$ cat src/sv/gray_blend_mode_compositor_defines.svh
`ifndef GRAY_BLEND_MODE_COMPOSITOR_DEFINES_SVH
`define GRAY_BLEND_MODE_COMPOSITOR_DEFINES_SVH

// Checked on every clock edge outside reset.
`define GBMC_ASSERT(name, prop) \
  name: assert property (@(posedge clk_i) disable iff (!rst_ni) prop) \
    else $error("gbmc assertion failed");

// Checked on every clock edge, reset included.
`define GBMC_ASSERT_ALWAYS(name, prop) \
  name: assert property (@(posedge clk_i) prop) \
    else $error("gbmc assertion failed");

`endif

$ cat src/sv/gbmc_pkg.sv
`timescale 1ns / 1ps
`default_nettype none
package gbmc_pkg;

  localparam logic [3:0] MODE_NORMAL   = 4'd0;
  localparam logic [3:0] MODE_MULTIPLY = 4'd1;
  localparam logic [3:0] MODE_SCREEN   = 4'd2;
  localparam logic [3:0] MODE_DARKEN   = 4'd3;
  localparam logic [3:0] MODE_LIGHTEN  = 4'd4;
  localparam logic [3:0] MODE_DIFF     = 4'd5;
  localparam logic [3:0] MODE_DODGE    = 4'd6;
  localparam logic [3:0] MODE_BURN     = 4'd7;
  localparam logic [3:0] MODE_SOFT     = 4'd8;

  typedef logic [7:0] sl_tab_t [256];

  function automatic sl_tab_t build_sl_tab();
    sl_tab_t tab;
    int d;
    int r;
    int c;
    int v;
    for (int cb = 0; cb < 256; cb++) begin
      if (cb <= 64) begin
        d = (16 * cb * cb * cb + 260100 * cb - 3060 * cb * cb) / 65025;
      end else begin
        v = 255 * cb;
        r = 0;
        for (int b = 128; b != 0; b = b / 2) begin
          c = r | b;
          if (c * c <= v) begin
            r = c;
          end
        end
        d = r;
      end
      if (d < cb) begin
        d = cb;
      end
      tab[cb] = 8'(d);
    end
    return tab;
  endfunction

  localparam sl_tab_t SL_TAB = build_sl_tab();

  function automatic logic [16:0] div255(input logic [23:0] x);
    logic [40:0] e;
    logic [16:0] q;
    logic [24:0] r;
    e = {1'b0, x, 16'd0} + {9'd0, x, 8'd0} + {17'd0, x};
    q = e[40:24];
    r = {1'b0, x} - ({q, 8'd0} - {8'd0, q});
    if (r >= 25'd255) begin
      q = q + 17'd1;
    end
    return q;
  endfunction

endpackage
`default_nettype wire

$ cat src/sv/gbmc_div.sv
`timescale 1ns / 1ps
`default_nettype none
module gbmc_div (
  input  wire logic        clk_i,
  input  wire logic        en_i,
  input  wire logic [15:0] num_i,
  input  wire logic [7:0]  den_i,
  output logic      [7:0]  quo_o
);

  logic [15:0] rem_q [4];
  logic [7:0]  den_q [4];
  logic [7:0]  quo_q [4];
  logic [15:0] rem_d [4];
  logic [7:0]  quo_d [4];

  function automatic logic [23:0] div_step(input logic [15:0] rem, input logic [7:0] den,
                                           input logic [7:0] quo, input logic [2:0] idx);
    logic [22:0] cand;
    cand = {15'd0, den} << idx;
    if ({7'd0, rem} >= cand) begin
      rem = rem - cand[15:0];
      quo[idx] = 1'b1;
    end
    return {rem, quo};
  endfunction

  always_comb begin
    logic [23:0] s;
    logic [15:0] rem_src;
    logic [7:0]  den_src;
    logic [7:0]  quo_src;
    for (int k = 0; k < 4; k++) begin
      if (k == 0) begin
        rem_src = num_i;
        den_src = den_i;
        quo_src = 8'd0;
      end else begin
        rem_src = rem_q[k-1];
        den_src = den_q[k-1];
        quo_src = quo_q[k-1];
      end
      s = div_step(rem_src, den_src, quo_src, 3'(7 - 2 * k));
      s = div_step(s[23:8], den_src, s[7:0], 3'(6 - 2 * k));
      rem_d[k] = s[23:8];
      quo_d[k] = s[7:0];
    end
  end

  always_ff @(posedge clk_i) begin
    if (en_i) begin
      rem_q[0] <= rem_d[0];
      quo_q[0] <= quo_d[0];
      den_q[0] <= den_i;
      for (int k = 1; k < 4; k++) begin
        rem_q[k] <= rem_d[k];
        quo_q[k] <= quo_d[k];
        den_q[k] <= den_q[k-1];
      end
    end
  end

  assign quo_o = quo_q[3];

endmodule
`default_nettype wire

$ cat src/sv/gray_blend_mode_compositor.sv
`timescale 1ns / 1ps
`default_nettype none
// Gray blend-mode compositor: one pixel per clock unless a result waits on the output, fully
// pipelined over nine register stages. Stage 0 captures the pixel, stages 1-4 run the four
// steps of the radix-4 dodge/burn divider beside the other blend terms, stage 5 selects the
// blend value, and stages 6-8 form the weighted sum and its two chained divide-by-255 steps.
// Each transfer on the input channel yields exactly one mixed_value, presented on out_valid_o
// from stage 8. A result waiting on the output freezes the whole pipeline, input included,
// until it is taken. The blend mode is written through cfg_we_i / cfg_wdata_i (reset: screen)
// and is sampled per pixel as it enters.
`include "gray_blend_mode_compositor_defines.svh"
module gray_blend_mode_compositor (
  input  wire logic       clk_i,
  input  wire logic       rst_ni,
  input  wire logic       cfg_we_i,
  input  wire logic [3:0] cfg_wdata_i,
  input  wire logic       in_valid_i,
  output logic            in_ready_o,
  input  wire logic [7:0] bottom_pixel_i,
  input  wire logic [7:0] top_pixel_i,
  input  wire logic [7:0] alpha_value_i,
  output logic            out_valid_o,
  input  wire logic       out_ready_i,
  output logic      [7:0] mixed_value_o
);

  logic [3:0] mode_q;
  logic [8:0] vld_q;
  logic       en;

  assign en = !vld_q[8] || out_ready_i;
  assign in_ready_o = en;
  assign out_valid_o = vld_q[8];

  always_ff @(posedge clk_i or negedge rst_ni) begin
    if (!rst_ni) begin
      mode_q <= gbmc_pkg::MODE_SCREEN;
      vld_q  <= '0;
    end else begin
      if (cfg_we_i) begin
        mode_q <= cfg_wdata_i;
      end
      if (en) begin
        vld_q <= {vld_q[7:0], in_valid_i};
      end
    end
  end

  // stage 0
  logic [7:0] cb0_q, cs0_q, a0_q;
  logic [3:0] md0_q;
  // stage 1
  logic [15:0] mulp1_q, scrp1_q, slhp1_q, slk1_q;
  logic [7:0]  u1_q, cb1_q, cs1_q, a1_q;
  logic [3:0]  md1_q;
  logic        ovf1_q;
  // stage 2
  logic [7:0]  bmul2_q, bscr2_q, cb2_q, cs2_q, a2_q;
  logic [8:0]  bslhi2_q;
  logic [23:0] slku2_q;
  logic [3:0]  md2_q;
  logic        ovf2_q;
  // stage 3
  logic [15:0] slq3_q;
  logic [7:0]  bmul3_q, bscr3_q, cb3_q, cs3_q;
  logic [8:0]  bslhi3_q;
  logic [15:0] w0_3_q, w1_3_q, w2_3_q;
  logic [3:0]  md3_q;
  logic        ovf3_q;
  // stage 4
  logic [7:0]  bsllo4_q, bmul4_q, bscr4_q, cb4_q, cs4_q;
  logic [8:0]  bslhi4_q;
  logic [15:0] w0_4_q, w1_4_q, w2_4_q;
  logic [3:0]  md4_q;
  logic        ovf4_q;
  // stage 5
  logic [7:0]  blend5_q, cb5_q, cs5_q;
  logic [15:0] w0_5_q, w1_5_q, w2_5_q;
  // stage 6
  logic [23:0] p0_6_q, p1_6_q, p2_6_q;
  // stage 7
  logic [15:0] q7_q;
  // stage 8
  logic [7:0]  out8_q;

  logic [7:0]  u0, t0, d0, dd0, m0, k0, den0, quo4, blend_d, na2;
  logic [15:0] num0;
  logic [16:0] sum6;

  function automatic logic [16:0] div255(input logic [23:0] x);
    return gbmc_pkg::div255(x);
  endfunction

  assign u0   = 8'd255 - cb0_q;
  assign t0   = 8'd255 - cs0_q;
  assign d0   = gbmc_pkg::SL_TAB[cb0_q];
  assign dd0  = d0 - cb0_q;
  assign m0   = 8'({cs0_q, 1'b0} - 9'd255);
  assign k0   = 8'(9'd255 - {cs0_q, 1'b0});
  assign num0 = (md0_q == gbmc_pkg::MODE_BURN) ? ({u0, 8'd0} - {8'd0, u0})
                                              : ({cb0_q, 8'd0} - {8'd0, cb0_q});
  assign den0 = (md0_q == gbmc_pkg::MODE_BURN) ? cs0_q : t0;
  assign na2  = 8'd255 - a2_q;

  gbmc_div u_div (
    .clk_i (clk_i),
    .en_i  (en),
    .num_i (num0),
    .den_i (den0),
    .quo_o (quo4)
  );

  always_comb begin
    case (md4_q)
      gbmc_pkg::MODE_MULTIPLY: blend_d = bmul4_q;
      gbmc_pkg::MODE_SCREEN:   blend_d = bscr4_q;
      gbmc_pkg::MODE_DARKEN:   blend_d = (cb4_q < cs4_q) ? cb4_q : cs4_q;
      gbmc_pkg::MODE_LIGHTEN:  blend_d = (cb4_q > cs4_q) ? cb4_q : cs4_q;
      gbmc_pkg::MODE_DIFF:     blend_d = (cb4_q > cs4_q) ? cb4_q - cs4_q : cs4_q - cb4_q;
      gbmc_pkg::MODE_DODGE: begin
        if (cs4_q == 8'd255 || ovf4_q) begin
          blend_d = 8'd255;
        end else begin
          blend_d = quo4;
        end
      end
      gbmc_pkg::MODE_BURN: begin
        if (cs4_q == 8'd0 || ovf4_q) begin
          blend_d = 8'd0;
        end else begin
          blend_d = 8'd255 - quo4;
        end
      end
      gbmc_pkg::MODE_SOFT: begin
        if (!cs4_q[7]) begin
          blend_d = bsllo4_q;
        end else if (bslhi4_q[8]) begin
          blend_d = 8'd255;
        end else begin
          blend_d = bslhi4_q[7:0];
        end
      end
      default: blend_d = cs4_q;
    endcase
  end

  assign sum6 = div255(p0_6_q + p1_6_q + p2_6_q);

  always_ff @(posedge clk_i) begin
    if (en) begin
      cb0_q <= bottom_pixel_i;
      cs0_q <= top_pixel_i;
      a0_q  <= alpha_value_i;
      md0_q <= mode_q;

      mulp1_q <= 16'(cb0_q) * 16'(cs0_q);
      scrp1_q <= 16'(u0) * 16'(t0);
      slhp1_q <= 16'(m0) * 16'(dd0);
      slk1_q  <= 16'(k0) * 16'(cb0_q);
      u1_q    <= u0;
      cb1_q   <= cb0_q;
      cs1_q   <= cs0_q;
      a1_q    <= a0_q;
      md1_q   <= md0_q;
      ovf1_q  <= {1'b0, num0} >= {1'b0, den0, 8'd0};

      bmul2_q  <= 8'(div255({8'd0, mulp1_q}));
      bscr2_q  <= 8'd255 - 8'(div255({8'd0, scrp1_q}));
      bslhi2_q <= {1'b0, cb1_q} + 9'(div255({8'd0, slhp1_q}));
      slku2_q  <= 24'(slk1_q) * 24'(u1_q);
      cb2_q    <= cb1_q;
      cs2_q    <= cs1_q;
      a2_q     <= a1_q;
      md2_q    <= md1_q;
      ovf2_q   <= ovf1_q;

      slq3_q   <= 16'(div255(slku2_q));
      w0_3_q   <= 16'(na2) * 16'(na2);
      w1_3_q   <= 16'(a2_q) * 16'(a2_q);
      w2_3_q   <= 16'(a2_q) * 16'(na2);
      bmul3_q  <= bmul2_q;
      bscr3_q  <= bscr2_q;
      bslhi3_q <= bslhi2_q;
      cb3_q    <= cb2_q;
      cs3_q    <= cs2_q;
      md3_q    <= md2_q;
      ovf3_q   <= ovf2_q;

      bsllo4_q <= cb3_q - 8'(div255({8'd0, slq3_q}));
      bmul4_q  <= bmul3_q;
      bscr4_q  <= bscr3_q;
      bslhi4_q <= bslhi3_q;
      cb4_q    <= cb3_q;
      cs4_q    <= cs3_q;
      w0_4_q   <= w0_3_q;
      w1_4_q   <= w1_3_q;
      w2_4_q   <= w2_3_q;
      md4_q    <= md3_q;
      ovf4_q   <= ovf3_q;

      blend5_q <= blend_d;
      cb5_q    <= cb4_q;
      cs5_q    <= cs4_q;
      w0_5_q   <= w0_4_q;
      w1_5_q   <= w1_4_q;
      w2_5_q   <= w2_4_q;

      p0_6_q <= 24'(w0_5_q) * 24'(cb5_q);
      p1_6_q <= 24'(w1_5_q) * 24'(cs5_q);
      p2_6_q <= 24'(w2_5_q) * 24'(blend5_q);

      q7_q <= sum6[15:0];

      out8_q <= 8'(div255({8'd0, q7_q}));
    end
  end

  assign mixed_value_o = out8_q;

  `GBMC_ASSERT(a_burn_edge, vld_q[4] && md4_q == gbmc_pkg::MODE_BURN && cs4_q == 8'd0 |-> blend_d == 8'd0)
  `GBMC_ASSERT(a_dodge_edge, vld_q[4] && md4_q == gbmc_pkg::MODE_DODGE && cs4_q == 8'd255 |-> blend_d == 8'd255)
  `GBMC_ASSERT(a_soft_low_bound, vld_q[4] && md4_q == gbmc_pkg::MODE_SOFT && !cs4_q[7] |-> bsllo4_q <= cb4_q)
  `GBMC_ASSERT(a_stall_hold, !en |=> $stable(vld_q) && $stable(out8_q))
  `GBMC_ASSERT_ALWAYS(a_reset_empty, !rst_ni |-> vld_q == 9'd0)

endmodule
`default_nettype wire

$ cat config.mk
export PLATFORM = sky130hd
export DESIGN_NAME = gray_blend_mode_compositor
export DESIGN_NICKNAME = d
export VERILOG_FILES = /design/src/sv/gbmc_pkg.sv /design/src/sv/gbmc_div.sv /design/src/sv/gray_blend_mode_compositor.sv
export VERILOG_INCLUDE_DIRS = /design/src /design/src/sv
export SDC_FILE = /design/constraint.sdc
export NUM_CORES = 2
export LEC_CHECK = 0
export ABC_AREA = 1
export BUFFER_PORTS_ARGS = -buffer_cell sky130_fd_sc_hd__clkbuf_2
export CORE_ASPECT_RATIO = 0.6
export CORE_UTILIZATION = 31
export CTS_BUF_LIST = sky130_fd_sc_hd__clkbuf_16
export CTS_CLUSTER_SIZE = 8
export DETAILED_ROUTE_END_ITERATION = 10
export GPL_TIMING_DRIVEN = 0
export MAX_ROUTING_LAYER = met4
export REMOVE_ABC_BUFFERS = 1
export SLEW_MARGIN = 20
export SYNTH_ARGS = -nofsm -noshare
export SYNTH_HDL_FRONTEND = slang
export SYNTH_SLANG_ARGS = --single-unit
$ cat constraint.sdc
create_clock -name clk_i -period 30.4 [get_ports clk_i]
set_input_delay 3.04 -clock clk_i [delete_from_list [all_inputs] [get_ports clk_i]]
set_output_delay 3.04 -clock clk_i [all_outputs]
set_load 0.02 [all_outputs]
==> parameters.txt <==
Parameter                              Value

Timing
  Final number of max-transition violations    0
  Slew margin rel.    0.204
  Actual slew at the worst max-slew pin    1.19 ns
  Period utilization    0.327
  Worst Setup Slack, final    20.47 ns
  Worst-case clock skew    0.0466 ns
  Setup TNS    0 ns
  Min cycle time layout    9.93 ns
  Unrepaired setup endpoints after global routing    false
  Maximum clock frequency    0.101 GHz
  Final-report hold violation count    0
  Total setup violations reported at the end of the flow    0

Clock network
  Clock tree from TritonCTS    built
  Number of gates resized after cts    0
  Hold-fix buffers at CTS    0
  Buffers inserted during post-CTS setup optimization    0
  Inserted Clock Buffers    97
  Clk Tree Root Cell    sky130_fd_sc_hd__clkbuf_16
  H-tree lvl count    3
  Worst skew pair latency    0.73 ns
  Clock Path Buffers    3
  Clock-pin transition on the worst setup and hold timing paths    0.07 ns
  Sink count of the clock tree    681

Cells and area
  Register Area    0.0204 mm2
  Net total in the final layout    10557
  Multi-input gate area in the final layout    0.0481 mm2
  Fin util    0.341
  Layout Area Growth over Synthesis    9.04%
  Layout cell share with drive strength beyond 1    0.0460
  Count of filler cells inserted in the layout    25301
  Cell Count, Final, Fillers Out    12321

Synthesis
  Most frequently used flop master after synthesis    sky130_fd_sc_hd__edfxtp_1
  Biggest area contributors in the synthesized netlist    sky130_fd_sc_hd__edfxtp_1, sky130_fd_sc_hd__fa_1, sky130_fd_sc_hd__ha_1
  Cell type with the highest aggregate area in the netlist    sky130_fd_sc_hd__edfxtp_1
  Area share of the leading cell type in the synthesized netlist    0.264
  Syn Area/Cell    8.38 um2
  Synthesized instance count    9061
  Count of flip-flops with a built-in enable after synthesis    668
  Yosys warning total    0
  Portion of the post-synthesis area used by sequential elements    0.268
  Async S/R FF share, synth    0.0191
  Seq cells post-synth    681
  Count of distinct cell types in the synthesized netlist    82
  Post-synthesis instance area    0.0760 mm2

Worst setup path
  Number of cell instances on the worst register-to-register path    36
  Kind of critical path    reg -> reg
  Startpoint type of the worst setup path    flop
  Cell depth of the worst setup path    36
  Critical path data required time    30.84 ns
  Kind of end point of the critical path    flop
  CP max stage cell    sky130_fd_sc_hd__inv_1
  Total buffers and inverters traversed by the critical path    6
  Peak per-stage delay on the critical path    0.58 ns
  Crit-path leading delay family    adder cells
  CP Data Arrival Time    10.38 ns
  Crit path max fanout    15

Drt
  Number of design-rule violations left by the first detailed-router iteration    5417
  Average wire length per cell after detail routing    15.3 um
  Number of nets with antenna violations after routing    0
  Total DRC errors in the routed layout    0
  Number of vias per cell    4.73
  Total via count in the routed design    58264
  First-pass DRT Iterations    6
  Total wire length    188 mm

Global route
  Vias in the first global route    55297
  Antenna violations before repair    7
  Overflow after GRT    0
  Global-route wire length before repair    308 mm
  Maximum number of pins on one net before global-route repair    58
  GRT Overall Usage    0.159

Placement
  Final RePlAce weighted congestion    0.970
  Sum of net half-perimeters after detailed placement    151 mm
  Port bufs    42
  Pre-CTS setup slack    20.70 ns
  Placed Cells incl. Taps    12192

Die
  Die footprint    0.247 mm2
  Ports    43
  Chip Height    385 um
  Die span in x    641 um
  Standard cell core area    0.243 mm2
  Number of rows in the core area    140
  Effective utilization at floorplan    0.312

Min path
  Number of stages on the worst hold path    0
  Worst min path class    reg -> reg

Status
  Result of the run    completed

Run
  Max Cap Violations    0
==> worst paths after layout <==
kind,start,endpoint,slack (ns)
setup / recovery,cb0_q[1]$_DFFE_PP_,slhp1_q[14]$_DFFE_PP_,20.47
hold / removal,cb2_q[0]$_DFFE_PP_,cb3_q[0]$_DFFE_PP_,0.40
setup reg to reg,cb0_q[1]$_DFFE_PP_,slhp1_q[14]$_DFFE_PP_,20.47
hold reg to reg,cb2_q[0]$_DFFE_PP_,cb3_q[0]$_DFFE_PP_,0.40
max in group asynchronous,rst_ni,mode_q[1]$_DFFE_PN1P_,27.87
min in group asynchronous,rst_ni,vld_q[3]$_DFFE_PN0P_,2.24
==> worst reg2reg max path: cells and delay by family (launching register included) <==
kind / cells / cell delay (ns)
flops: 1 / 0.51
simple gates: 7 / 0.98
compound gates: 14 / 3.14
buf+inv: 6 / 1.18
fa+ha+maj: 8 / 3.76
xor+xnor: 1 / 0.14
==> stage by stage <==
stage | hold WS, ns | cell area [um2]
after CTS | 0.401 | 82700
after global placement | 0.401 | 79400
after global routing | 0.412 | 82800
after floorplan | 0.400 | 75100
final | 0.397 | 82800
after detailed placement | 0.405 | 80000
==> placed cells by master (no fill, tap or decap), types with 33 or more instances in the layout <==
master / count
sky130_fd_sc_hd__o21bai_1: 33
sky130_fd_sc_hd__a31oi_1: 33
sky130_fd_sc_hd__nor3_1: 70
sky130_fd_sc_hd__fa_1: 608
sky130_fd_sc_hd__edfxtp_1: 668
sky130_fd_sc_hd__a21oi_1: 489
sky130_fd_sc_hd__nand2_2: 46
sky130_fd_sc_hd__xor2_1: 338
sky130_fd_sc_hd__o21ai_0: 292
sky130_fd_sc_hd__clkbuf_16: 98
sky130_fd_sc_hd__ha_1: 886
sky130_fd_sc_hd__o21ai_1: 52
sky130_fd_sc_hd__clkbuf_2: 42
sky130_fd_sc_hd__inv_1: 1724
sky130_fd_sc_hd__xnor2_1: 136
sky130_fd_sc_hd__nor2_2: 36
sky130_fd_sc_hd__nor2_1: 599
sky130_fd_sc_hd__nand3_1: 309
sky130_fd_sc_hd__nand2_1: 2017
sky130_fd_sc_hd__nand4_1: 138
==> per-layer routing <==
metal	GRT usage	vias to the layer above	wire [um]
li1	-	28991	-
met1	0.253	27248	100000
met2	0.201	1878	68300
met3	0.0362	147	17600
met4	0.0213	0	1930
met5	-	-	0
==> cell type report <==
type,instances,share of cell area
Antenna cell,4,0.000121
Clock buffer,98,0.0296
Clock inverter,22,0.00260
Inverter,1750,0.0794
Multi-Input combinational cell,6422,0.581
Sequential cell,681,0.246
Tap cell,3266,0.0493
Timing Repair Buffer,78,0.0120
==> state kept, by name, summed over array words and instances, names as in the netlist, 16 cells and up <==
signal,flops
mulp1_q,16
p0_6_q,24
p1_6_q,24
p2_6_q,23
q7_q,16
scrp1_q,16
slhp1_q,16
slk1_q,16
slku2_q,24
slq3_q,16
u_div.den_q,24
u_div.quo_q,20
u_div.rem_q,48
==> cells in the mapped netlist (all sizes together), types with 12 or more instances <==
| library cell | n |
|---|---|
| o21bai | 36 |
| xor2 | 344 |
| nand3 | 325 |
| nand4 | 141 |
| o211ai | 26 |
| nand3b | 28 |
| a211oi | 17 |
| nand2 | 2077 |
| buf | 37 |
| o21ai | 355 |
| nor2 | 647 |
| fa | 608 |
| a31oi | 35 |
| ha | 886 |
| a21oi | 495 |
| inv | 1741 |
| dfrtp | 12 |
| clkbuf | 171 |
| nor4 | 22 |
| or2 | 22 |
| nor3 | 79 |
| a21o | 26 |
| edfxtp | 668 |
| xnor2 | 140 |
| a21boi | 15 |
| o221ai | 14 |
==> cell families after synthesis <==
kind of cell / count (synthesis) / share of synthesized area
compound gates: 1084 / 0.0809
buf+inv: 1958 / 0.0986
mux: 5 / 0.000741
simple gates: 3355 / 0.189
flops: 681 / 0.268
xor+xnor: 484 / 0.0567
fa+ha+maj: 1494 / 0.306
Power is left out: the tool's default activity adds up to more than one toggle a clock period on the data nets, which glitch-free logic cannot reach.
